### config.mk
export PLATFORM = sky130hd
export DESIGN_NAME = min_max_range_normalizer
export DESIGN_NICKNAME = d
export VERILOG_FILES = /design/src/sv/mmrn_pkg.sv /design/src/sv/mmrn_ram.sv /design/src/sv/mmrn_front.sv /design/src/sv/mmrn_back.sv /design/src/sv/min_max_range_normalizer.sv
export SDC_FILE = /design/constraint.sdc
export NUM_CORES = 2
export LEC_CHECK = 0
export BUFFER_PORTS_ARGS = -buffer_cell sky130_fd_sc_hd__buf_2
export CELL_PAD_IN_SITES_DETAIL_PLACEMENT = 1
export CELL_PAD_IN_SITES_GLOBAL_PLACEMENT = 1
export CORE_UTILIZATION = 50
export DETAILED_ROUTE_END_ITERATION = 12
export PLACE_DENSITY_LB_ADDON = 0.1
export SLEW_MARGIN = 20
export SYNTH_ARGS = -nofsm -noshare
export SYNTH_HDL_FRONTEND = slang
export SYNTH_SLANG_ARGS = --single-unit
export TNS_END_PERCENT = 1
### constraint.sdc
create_clock -name clk_i -period 8.8 [get_ports clk_i]
set_input_delay 1.76 -clock clk_i [delete_from_list [all_inputs] [get_ports clk_i]]
set_output_delay 1.76 -clock clk_i [all_outputs]
set_load 0.02 [all_outputs]
### src/sv/mmrn_pkg.sv
// Package for the min/max range normalizer: widths, depths and the queue entry type.
// No dependencies.
package mmrn_pkg;
  localparam int unsigned MaxSamples = 64;
  localparam int unsigned SampleBits = 16;
  localparam int unsigned AddrBits   = $clog2(MaxSamples);
  localparam int unsigned CountBits  = $clog2(MaxSamples + 1);
  localparam int unsigned RangeBits  = SampleBits + 1;
  localparam int unsigned LevelBits  = 8;
  localparam int unsigned ScaleBits  = 8;
  localparam int unsigned NumBits    = RangeBits + ScaleBits + 2;
  localparam int unsigned QuotBits   = ScaleBits + 1;
  localparam int unsigned StepBits   = $clog2(QuotBits + 1);
  localparam logic [ScaleBits-1:0] FullScaleReset = ScaleBits'(70);

  // one closed set, handed from the loader to the emitter
  typedef struct packed {
    logic [CountBits-1:0]        count;
    logic signed [SampleBits-1:0] min_val;
    logic [RangeBits-1:0]        range;
  } set_desc_t;
endpackage

### src/sv/mmrn_ram.sv
// Generic single-write, single-read RAM with registered read data.
// No dependencies.
module mmrn_ram #(
  parameter int unsigned Width = 16,
  parameter int unsigned Depth = 64
) (
  input  logic                     clk_i,
  input  logic                     we_i,
  input  logic [$clog2(Depth)-1:0] waddr_i,
  input  logic [Width-1:0]         wdata_i,
  input  logic [$clog2(Depth)-1:0] raddr_i,
  output logic [Width-1:0]         rdata_o
);
  logic [Width-1:0] mem_q [Depth];

  always_ff @(posedge clk_i) begin
    if (we_i) mem_q[waddr_i] <= wdata_i;
    rdata_o <= mem_q[raddr_i];
  end
endmodule

### src/sv/mmrn_front.sv
// Loader: stores samples, tracks min/max, posts a set descriptor on the last beat.
// Depends on mmrn_pkg.
module mmrn_front (
  input  logic                                  clk_i,
  input  logic                                  rst_ni,
  input  logic                                  in_valid_i,
  output logic                                  in_stall_o,
  input  logic signed [mmrn_pkg::SampleBits-1:0] sample_i,
  input  logic                                  last_i,
  input  logic                                  busy_i,
  output logic                                  we_o,
  output logic [mmrn_pkg::AddrBits-1:0]         waddr_o,
  output logic                                  post_o,
  output mmrn_pkg::set_desc_t                   desc_o
);
  logic [mmrn_pkg::CountBits-1:0] cnt_q, cnt_d;
  logic signed [mmrn_pkg::SampleBits-1:0] min_q, min_d, max_q, max_d;
  logic acc, room;

  // the store is shared with the emitter, so loading waits for it to drain
  assign in_stall_o = busy_i;
  assign acc  = in_valid_i && !busy_i;
  assign room = cnt_q < mmrn_pkg::CountBits'(mmrn_pkg::MaxSamples);
  assign we_o = acc && room;
  assign waddr_o = cnt_q[mmrn_pkg::AddrBits-1:0];

  always_comb begin
    cnt_d = cnt_q;
    min_d = min_q;
    max_d = max_q;
    if (we_o) begin
      cnt_d = cnt_q + 1'b1;
      if (cnt_q == '0) begin
        min_d = sample_i;
        max_d = sample_i;
      end else begin
        if (sample_i < min_q) min_d = sample_i;
        if (sample_i > max_q) max_d = sample_i;
      end
    end
  end

  assign post_o        = acc && last_i;
  assign desc_o.count  = cnt_d;
  assign desc_o.min_val = min_d;
  assign desc_o.range  = mmrn_pkg::RangeBits'(
    {max_d[mmrn_pkg::SampleBits-1], max_d} - {min_d[mmrn_pkg::SampleBits-1], min_d});

  always_ff @(posedge clk_i or negedge rst_ni) begin
    if (!rst_ni) begin
      cnt_q <= '0;
      min_q <= '0;
      max_q <= '0;
    end else if (post_o) begin
      cnt_q <= '0;
      min_q <= '0;
      max_q <= '0;
    end else begin
      cnt_q <= cnt_d;
      min_q <= min_d;
      max_q <= max_d;
    end
  end

  assert property (@(posedge clk_i) disable iff (!rst_ni)
    cnt_q <= mmrn_pkg::CountBits'(mmrn_pkg::MaxSamples)) else $error("count overflow");
  assert property (@(posedge clk_i) disable iff (!rst_ni)
    busy_i |-> !we_o) else $error("store written while emitting");
  assert property (@(posedge clk_i) disable iff (!rst_ni)
    (cnt_q != '0) |-> (min_q <= max_q)) else $error("min above max");
endmodule

### src/sv/mmrn_back.sv
// Emitter: reads the store in load order and divides out each level bit-serially.
// Depends on mmrn_pkg.
module mmrn_back (
  input  logic                                  clk_i,
  input  logic                                  rst_ni,
  input  logic [mmrn_pkg::ScaleBits-1:0]        full_scale_i,
  input  logic                                  desc_valid_i,
  input  mmrn_pkg::set_desc_t                   desc_i,
  output logic                                  desc_pop_o,
  output logic [mmrn_pkg::AddrBits-1:0]         raddr_o,
  input  logic signed [mmrn_pkg::SampleBits-1:0] rdata_i,
  output logic                                  out_valid_o,
  input  logic                                  out_stall_i,
  output logic [mmrn_pkg::LevelBits-1:0]        level_o,
  output logic                                  flat_o,
  output logic                                  end_of_set_o
);
  typedef enum logic [2:0] {S_IDLE, S_READ, S_MUL, S_DIV, S_OUT} state_e;

  state_e state_q;
  mmrn_pkg::set_desc_t set_q;
  logic [mmrn_pkg::CountBits-1:0] idx_q;
  logic [mmrn_pkg::NumBits-1:0] rem_q;
  logic [mmrn_pkg::QuotBits-1:0] quo_q;
  logic [mmrn_pkg::StepBits-1:0] step_q;
  logic [mmrn_pkg::NumBits-1:0] den_sh;
  logic [mmrn_pkg::RangeBits-1:0] diff;
  logic flat, last_one;

  assign flat     = set_q.range == '0;
  assign last_one = (idx_q + 1'b1) == set_q.count;
  assign raddr_o  = idx_q[mmrn_pkg::AddrBits-1:0];
  assign desc_pop_o = (state_q == S_IDLE) && desc_valid_i;
  assign diff = mmrn_pkg::RangeBits'(
    {rdata_i[mmrn_pkg::SampleBits-1], rdata_i} -
    {set_q.min_val[mmrn_pkg::SampleBits-1], set_q.min_val});
  // 2*range shifted to the current quotient bit
  assign den_sh = mmrn_pkg::NumBits'({set_q.range, 1'b0}) << (step_q - 1'b1);

  always_ff @(posedge clk_i or negedge rst_ni) begin
    if (!rst_ni) begin
      state_q      <= S_IDLE;
      idx_q        <= '0;
      step_q       <= '0;
      out_valid_o  <= 1'b0;
      set_q        <= '0;
      rem_q        <= '0;
      quo_q        <= '0;
      level_o      <= '0;
      flat_o       <= 1'b0;
      end_of_set_o <= 1'b0;
    end else begin
      unique case (state_q)
        S_IDLE: begin
          if (desc_valid_i) begin
            set_q   <= desc_i;
            idx_q   <= '0;
            state_q <= S_READ;
          end
        end
        S_READ: state_q <= S_MUL;
        S_MUL: begin
          rem_q  <= ((mmrn_pkg::NumBits'(diff) * mmrn_pkg::NumBits'(full_scale_i)) << 1) +
                    mmrn_pkg::NumBits'(set_q.range);
          quo_q  <= '0;
          step_q <= mmrn_pkg::StepBits'(mmrn_pkg::QuotBits);
          state_q <= flat ? S_OUT : S_DIV;
        end
        S_DIV: begin
          if (rem_q >= den_sh) begin
            rem_q <= rem_q - den_sh;
            quo_q <= {quo_q[mmrn_pkg::QuotBits-2:0], 1'b1};
          end else begin
            quo_q <= {quo_q[mmrn_pkg::QuotBits-2:0], 1'b0};
          end
          step_q <= step_q - 1'b1;
          if (step_q == mmrn_pkg::StepBits'(1)) state_q <= S_OUT;
        end
        S_OUT: begin
          if (!out_valid_o) begin
            out_valid_o  <= 1'b1;
            level_o      <= flat ? '0 : mmrn_pkg::LevelBits'(quo_q);
            flat_o       <= flat;
            end_of_set_o <= last_one;
          end else if (!out_stall_i) begin
            out_valid_o <= 1'b0;
            idx_q       <= idx_q + 1'b1;
            state_q     <= last_one ? S_IDLE : S_READ;
          end
        end
        default: state_q <= S_IDLE;
      endcase
    end
  end

  assert property (@(posedge clk_i) disable iff (!rst_ni)
    out_valid_o |-> state_q == S_OUT) else $error("beat outside output state");
  assert property (@(posedge clk_i) disable iff (!rst_ni)
    (out_valid_o && flat_o) |-> level_o == '0) else $error("flat level nonzero");
  assert property (@(posedge clk_i) disable iff (!rst_ni)
    out_valid_o |-> level_o <= full_scale_i) else $error("level above full scale");
endmodule

### src/sv/min_max_range_normalizer.sv
// Top level of the min/max range normalizer: loader, descriptor queue, store, emitter.
// Depends on mmrn_pkg, mmrn_ram, mmrn_front, mmrn_back.
//
//   channel | direction | handshake           | beat
//   in      | input     | in_valid_i/in_stall_o   | sample_i, last_i
//   out     | output    | out_valid_o/out_stall_i | level_o, flat_o, end_of_set_o
//   cfg     | input     | full_scale_we_i         | full_scale_i
//
// Loading takes one cycle per sample. After the last beat each level passes
// through a store read, a multiply, 9 restoring division steps and the output
// register, plus any output stalls; a flat set skips the division.
// Input stalls while a set is queued or being emitted.
// Reset clears counters, min/max and full_scale to 70; the store is not cleared.
module min_max_range_normalizer (
  input  logic                                   clk_i,
  input  logic                                   rst_ni,
  input  logic                                   full_scale_we_i,
  input  logic [mmrn_pkg::ScaleBits-1:0]         full_scale_i,
  input  logic                                   in_valid_i,
  output logic                                   in_stall_o,
  input  logic signed [mmrn_pkg::SampleBits-1:0] sample_i,
  input  logic                                   last_i,
  output logic                                   out_valid_o,
  input  logic                                   out_stall_i,
  output logic [mmrn_pkg::LevelBits-1:0]         level_o,
  output logic                                   flat_o,
  output logic                                   end_of_set_o
);
  logic [mmrn_pkg::ScaleBits-1:0] fs_q;
  logic we, post, pop, qv_q, busy;
  logic [mmrn_pkg::AddrBits-1:0] waddr, raddr;
  logic [mmrn_pkg::SampleBits-1:0] rdata;
  mmrn_pkg::set_desc_t desc, q_q;
  logic back_busy_q;

  always_ff @(posedge clk_i or negedge rst_ni) begin
    if (!rst_ni) fs_q <= mmrn_pkg::FullScaleReset;
    else if (full_scale_we_i) fs_q <= full_scale_i;
  end

  // one-entry descriptor queue; back_busy marks a set still emitting
  always_ff @(posedge clk_i or negedge rst_ni) begin
    if (!rst_ni) begin
      qv_q <= 1'b0;
      q_q  <= '0;
      back_busy_q <= 1'b0;
    end else begin
      if (post) begin
        qv_q <= 1'b1;
        q_q  <= desc;
      end else if (pop) begin
        qv_q <= 1'b0;
      end
      if (pop) back_busy_q <= 1'b1;
      else if (out_valid_o && !out_stall_i && end_of_set_o) back_busy_q <= 1'b0;
    end
  end
  assign busy = qv_q || back_busy_q;

  mmrn_ram #(.Width(mmrn_pkg::SampleBits), .Depth(mmrn_pkg::MaxSamples)) u_ram (
    .clk_i, .we_i(we), .waddr_i(waddr), .wdata_i(sample_i),
    .raddr_i(raddr), .rdata_o(rdata)
  );

  mmrn_front u_front (
    .clk_i, .rst_ni, .in_valid_i, .in_stall_o, .sample_i, .last_i,
    .busy_i(busy), .we_o(we), .waddr_o(waddr), .post_o(post), .desc_o(desc)
  );

  mmrn_back u_back (
    .clk_i, .rst_ni, .full_scale_i(fs_q), .desc_valid_i(qv_q), .desc_i(q_q),
    .desc_pop_o(pop), .raddr_o(raddr), .rdata_i($signed(rdata)),
    .out_valid_o, .out_stall_i, .level_o, .flat_o, .end_of_set_o
  );
endmodule
# Word level (Yosys, flattened, before mapping)
# Memory sizes are Yosys's and may differ from the RTL's. A register that Yosys moved wholly into a read port is not among the register bits.
# Cells that the tools add are included.
# word_totals
output_inout_bits,12
mem_bits_rw,1024
input_bits,30
reg_bits,189
n_memories,1
word_cells,103
# op_classes
n_mux,35
reduce_logical,21
n_bitwise,1
n_shift,1
n_eq_ne,11
mul,1
addsub,7
n_lt_le_gt_ge,4
# memory_table
name,words,word_bits,read_ports,rd_clocked_by_memory_dff,write_ports,line,source
u_ram.mem_q,64,16,1,1,1,mmrn_ram.sv:14,logic [Width-1:0] mem_q [Depth];
# op_table
op,count
2-to-1 mux 16 bit,8
case mux 27 bit (2 select lines),1
2-to-1 mux 7 bit,5
subtractor 16 x 16 -> 17 bit,2
adder 26 x 17 -> 27 bit,1
greater-or-equal comparator 27 bit,1
2-to-1 mux 27 bit,1
left shift 18 x 4 -> 27 bit,1
subtractor 27 bit,1
multiplier 17 x 8 -> 25 bit,1
logical NOT 17 bit,1
> comparator 16 bit,1
< comparator 16 bit,1
case mux 8 bit (2 select lines),1
2-to-1 mux 3 bit,5
case mux 3 bit (5 select lines),1
adder 7 x 1 -> 7 bit (second input constant),2
case mux 7 bit (2 select lines),1
2-to-1 mux 1 bit,10
2-to-1 mux 8 bit,1
case mux 4 bit (2 select lines),1
AND reduction 4 bit,2
nonzero test 2 bit,4
== test 7 bit,1
other kinds (15),27

# Longest topological paths before layout
# logic_depth
ltp_word,6
depth_mapped,35
mapped_depth_nobuf,35

# Hierarchy
# Synthesis repeated with hierarchy kept, for this count alone.
# unflattened
hier_cells,3850
hier_area_um2,58159.5
# by_module_without_submodules
module,seq_area_each_um2,area_each_um2,n_inst,cells_each
mmrn_ram,31069.8,40042.2,1,1829
mmrn_back,2502.4,12594.6,1,1508
mmrn_front,975.9,3452.1,1,404
min_max_range_normalizer,1255.0,2070.7,1,109

# Worst setup path before layout
# Ideal clock, no wire load.
# synth_path
path_kind,register -> register
start,register u_back.set_q[17] in the netlist's numbering
end,register u_back.rem_q[25] in the netlist's numbering
period_less_slack_ns,7.066
arrival_time_ns,6.940
setup_time_ns,0.126
path_buffers,0
setup_slack_ns,1.734
path_stages_with_launch,33
required_time_ns,8.674
path_cell_list,dfrtp_1 ha_1 fa_1 nor2b_1 o21ai_0 a21boi_1 o21ai_0 a21boi_1 o2111ai_1 nand2_1 nor2_1 xnor2_1 and2_1 fa_1 fa_1 fa_1 inv_1 fa_1 inv_1 ha_1 and3_1 a31o_2 a31oi_1 ha_1 a21oi_1 nor2_1 nor2_1 nor2b_1 a311o_1 and3_1 nand4_1 xnor2_1 a221o_1
# synth_via
elab_chain_len,4
# synth_rtl
element,line,source
from (decl),mmrn_back.sv:21,mmrn_pkg::set_desc_t set_q;
from (signal assigned),mmrn_back.sv:56,set_q <= desc_i;
subtractor 16 x 16 -> 17 bit,mmrn_back.sv:35,"{rdata_i[mmrn_pkg::SampleBits-1], rdata_i} -"
multiplier 17 x 8 -> 25 bit,mmrn_back.sv:63,rem_q <= ((mmrn_pkg::NumBits'(diff) * mmrn_pkg::NumBits'(full_scale_i)) << 1) +
adder 26 x 17 -> 27 bit,mmrn_back.sv:63,
case mux 27 bit (2 select lines),mmrn_back.sv:53,unique case (state_q)
to (signal assigned),mmrn_back.sv:63,
to (signal assigned),mmrn_back.sv:71,rem_q <= rem_q - den_sh;
to (decl),mmrn_back.sv:23,logic [mmrn_pkg::NumBits-1:0] rem_q;
# Every way passes these cells.
# A chain may end at the register's enable or synchronous reset.

# Worst setup path after layout
# Same ends and word-level chain as after synthesis.

==> key figures <==
Logic synthesis
  • FF+latch count, synth: 1229
  • Synth area leaders: edfxtp_1 54%, mux4_2 14%, dfrtp_1 8.2%, ha_1 3.4%, fa_1 3.3%
  • Ys async rst share: 15.4%
  • Syn_area_per_cell: 16.2 sq um
  • Syn Inst Count: 3488
  • Unique cell type count in the Yosys netlist: 83
  • Share of the synthesized area in the top cell type: 54.3%
  • Most common flop cell mapped by yosys: edfxtp_1
  • Mapped cell area: 56700 sq um
  • Post-synth EDFFs: 1024
  • Largest area contributor in the synthesized netlist: edfxtp_1
  • Syn Nets: 3767
  • Post-synthesis sequential area ratio: 63.2%
  • Warnings, synthesis: 0

GRT
  • Remaining Overflow, GRT: 0
  • Antenna violations before repair: 7
  • Gr usage total: 26.4%
  • Number of global-route vias before repair: 33900
  • Largest net degree at the start of global routing: 168
  • First-pass GRT wire length: 222000 um

STA
  • Max transition margin: 24.9%
  • Final setup violation count: 0
  • Max Slew Vio Count: 0
  • RSZ-0062 raised after global routing: no
  • Worst slew pin tran: 1.13 ns
  • Period utilization: 90.8%
  • Final min period: 7.99 ns
  • Skew final: 0.0300 ns
  • Fmax: 0.125 GHz
  • Sum Neg Setup Slack: 0 ns
  • Hold Vio Cnt, Final: 0

Routing
  • Routed WL per cell: 28.5 um
  • Drt first-iter violations: 2581
  • DR pass1 iterations: 5
  • Residual DRC: 0
  • Vias per cell: 6.01
  • Routed vias: 31400
  • Post-route ant nets: 0
  • DRT Wirelength: 149000 um

Setup path
  • Slowest CP cell: fa_1
  • CP required: 9.41 ns
  • Arrival time worst endpoint: 8.59 ns
  • CP max stage delay: 0.51 ns
  • Largest fanout on the critical path: 8
  • Cell repeated most along the worst path: fa_1
  • Kind of critical path: reg2reg
  • CP startpoint kind: flip-flop
  • Crit. End Element: flip-flop

Clock network
  • CTS HTree Levels: 4
  • TritonCTS clock tree: built
  • Postcts setup bufs: 0
  • Clock slew at reported path FFs: 0.06 ns
  • Cts bufs inserted: 133
  • Post_cts resized: 0
  • Latest clock arrival within the worst-skew pair: 0.75 ns
  • Clock sink count: 1229
  • Post-CTS Hold Buffers: 0
  • Clk root buf: clkbuf_16
  • Longest Clk Path Bufs: 3

Placed design
  • Dpl hpwl: 96900 um
  • IO buf count: 41
  • GP Congestion: 0.866

Cells and area
  • Area delta synth->final: 11.6%
  • Leading cell type in the layout, fill and taps excluded: edfxtp_1
  • Share of layout cells above drive strength 1: 20.8%
  • Most frequent cells in the layout: 1024 x edfxtp_1, 346 x mux4_2, 242 x nand2_1
  • FILL cells: 10300
  • Nets@finish: 3893

Die
  • FP Rows: 123
  • Initial core utilization: 50.4%
  • Die extent in x: 339 um
  • Chip height: 339 um
  • Die area: 115000 sq um
  • Total I/O pin count: 42
  • CORE AREA: 112000 sq um

Run status
  • Outcome: completed

Min path
  • Hold Path Class: reg2reg

Run
  • Max-cap check violation count: 0
-- flip-flops by register name, summed over array words and instances, names as in the netlist, 3 cells and up --
register	flops
u_back.set_q	40
u_front.min_q	16
u_front.max_q	16
u_back.step_q	4
u_ram.rdata_o	16
u_back.idx_q	7
u_back.level_o	8
u_front.cnt_q	7
u_back.state_q	3
q_q	40
u_back.rem_q	27
fs_q	8
u_back.quo_q	8
u_ram.mem_q	1024
-- layout make-up --
class                      instances  area (sq um)  share of cell area (%)
tap                             1500          1880                    2.97
multi-input combinational       1929         19700                    31.1
inverter                         177           664                    1.05
sequential                      1229         35800                    56.6
clock inverter                    60           554                   0.876
timing repair buffer             144          1050                    1.66
antenna                            1          2.50                 0.00396
clock buffer                     179          3650                    5.76
-- per-stage QoR --
step | utilization, % | std cells | worst slack (ns) | instance area [sq um] | hold WS, ns
6_report | 56.2 | 5219 | 0.812 | 63300 | 0.478
5_1_grt | 56.2 | 5218 | 0.264 | 63300 | 0.506
4_1_cts | 56.2 | 5218 | 0.778 | 63200 | 0.486
3_5_place_dp | 52.5 | 4979 | 0.792 | 59000 | 0.469
3_3_place_gp | 52.5 | 4979 | 1.01 | 59000 | 0.451
2_1_floorplan | - | 3488 | 1.73 | 56700 | 0.438
-- worst paths after layout --
check / endpoint / depth (start not counted) / start / slack (ns)
setup / recovery: u_back.rem_q[25] / 32 / u_back.set_q[17] / 0.81
hold / removal: q_q[13] / 2 / q_q[13] / 0.48
setup reg to reg: u_back.rem_q[25] / 32 / u_back.set_q[17] / 0.81
hold reg to reg: q_q[13] / 2 / q_q[13] / 0.48
max in group asynchronous: u_back.idx_q[0] / 2 / rst_ni / 6.52
min in group asynchronous: u_back.rem_q[21] / 1 / rst_ni / 0.90
-- metal layers --
metal / up-vias / track usage (%) / part of all wire (%) / wire [um]
met1: 16600 / 33.8 / 40 / 59100
met3: 250 / 3.55 / 4.8 / 7220
met2: 911 / 45.8 / 52 / 77100
met4: 6 / 10.0 / 3.7 / 5530
li1: 13600 / - / - / -
met5: - / 0 / 0.027 / 40
-- cell families after synthesis --
logic type,count (synthesis),share of synthesized area (%)
xor+xnor,99,1.57
simple gates,736,6.14
flops,1229,63.2
buf+inv,330,2.29
mux,450,15.7
compound gates,395,4.38
fa+ha+maj,249,6.73
-- synth_stat cells, types with 19 or more instances --
library cell and count:
edfxtp_1 1024, fa_1 93, buf_2 31, mux4_2 346
buf_1 20, o21ai_1 41, nand3_1 43, clkbuf_1 98
nand2_1 242, a21o_1 38, xor2_1 34, mux2i_1 48
inv_1 176, mux2_2 54, nand2b_1 24, a21oi_1 81
ha_1 156, nor2_1 195, o21a_1 19, and2_1 103
nor2b_1 41, nor3_1 22, xnor2_1 62, o21ai_0 107
dfrtp_1 186
-- worst max-delay path: cells and delay by family, from the launching register on --
| kind | cells | cell delay (ns) |
|---|---|---|
| AOI/OAI and AO/OA | 10 | 2.20 |
| xor gates and xnor gates | 2 | 0.59 |
| adders and majority gates | 8 | 3.22 |
| buffers and inverters | 2 | 0.09 |
| DFF | 1 | 0.39 |
| and+or+nand+nor | 10 | 1.36 |
Power is not shown: default switching activity piles up to over one toggle a cycle in this logic, so the estimate is an artifact.
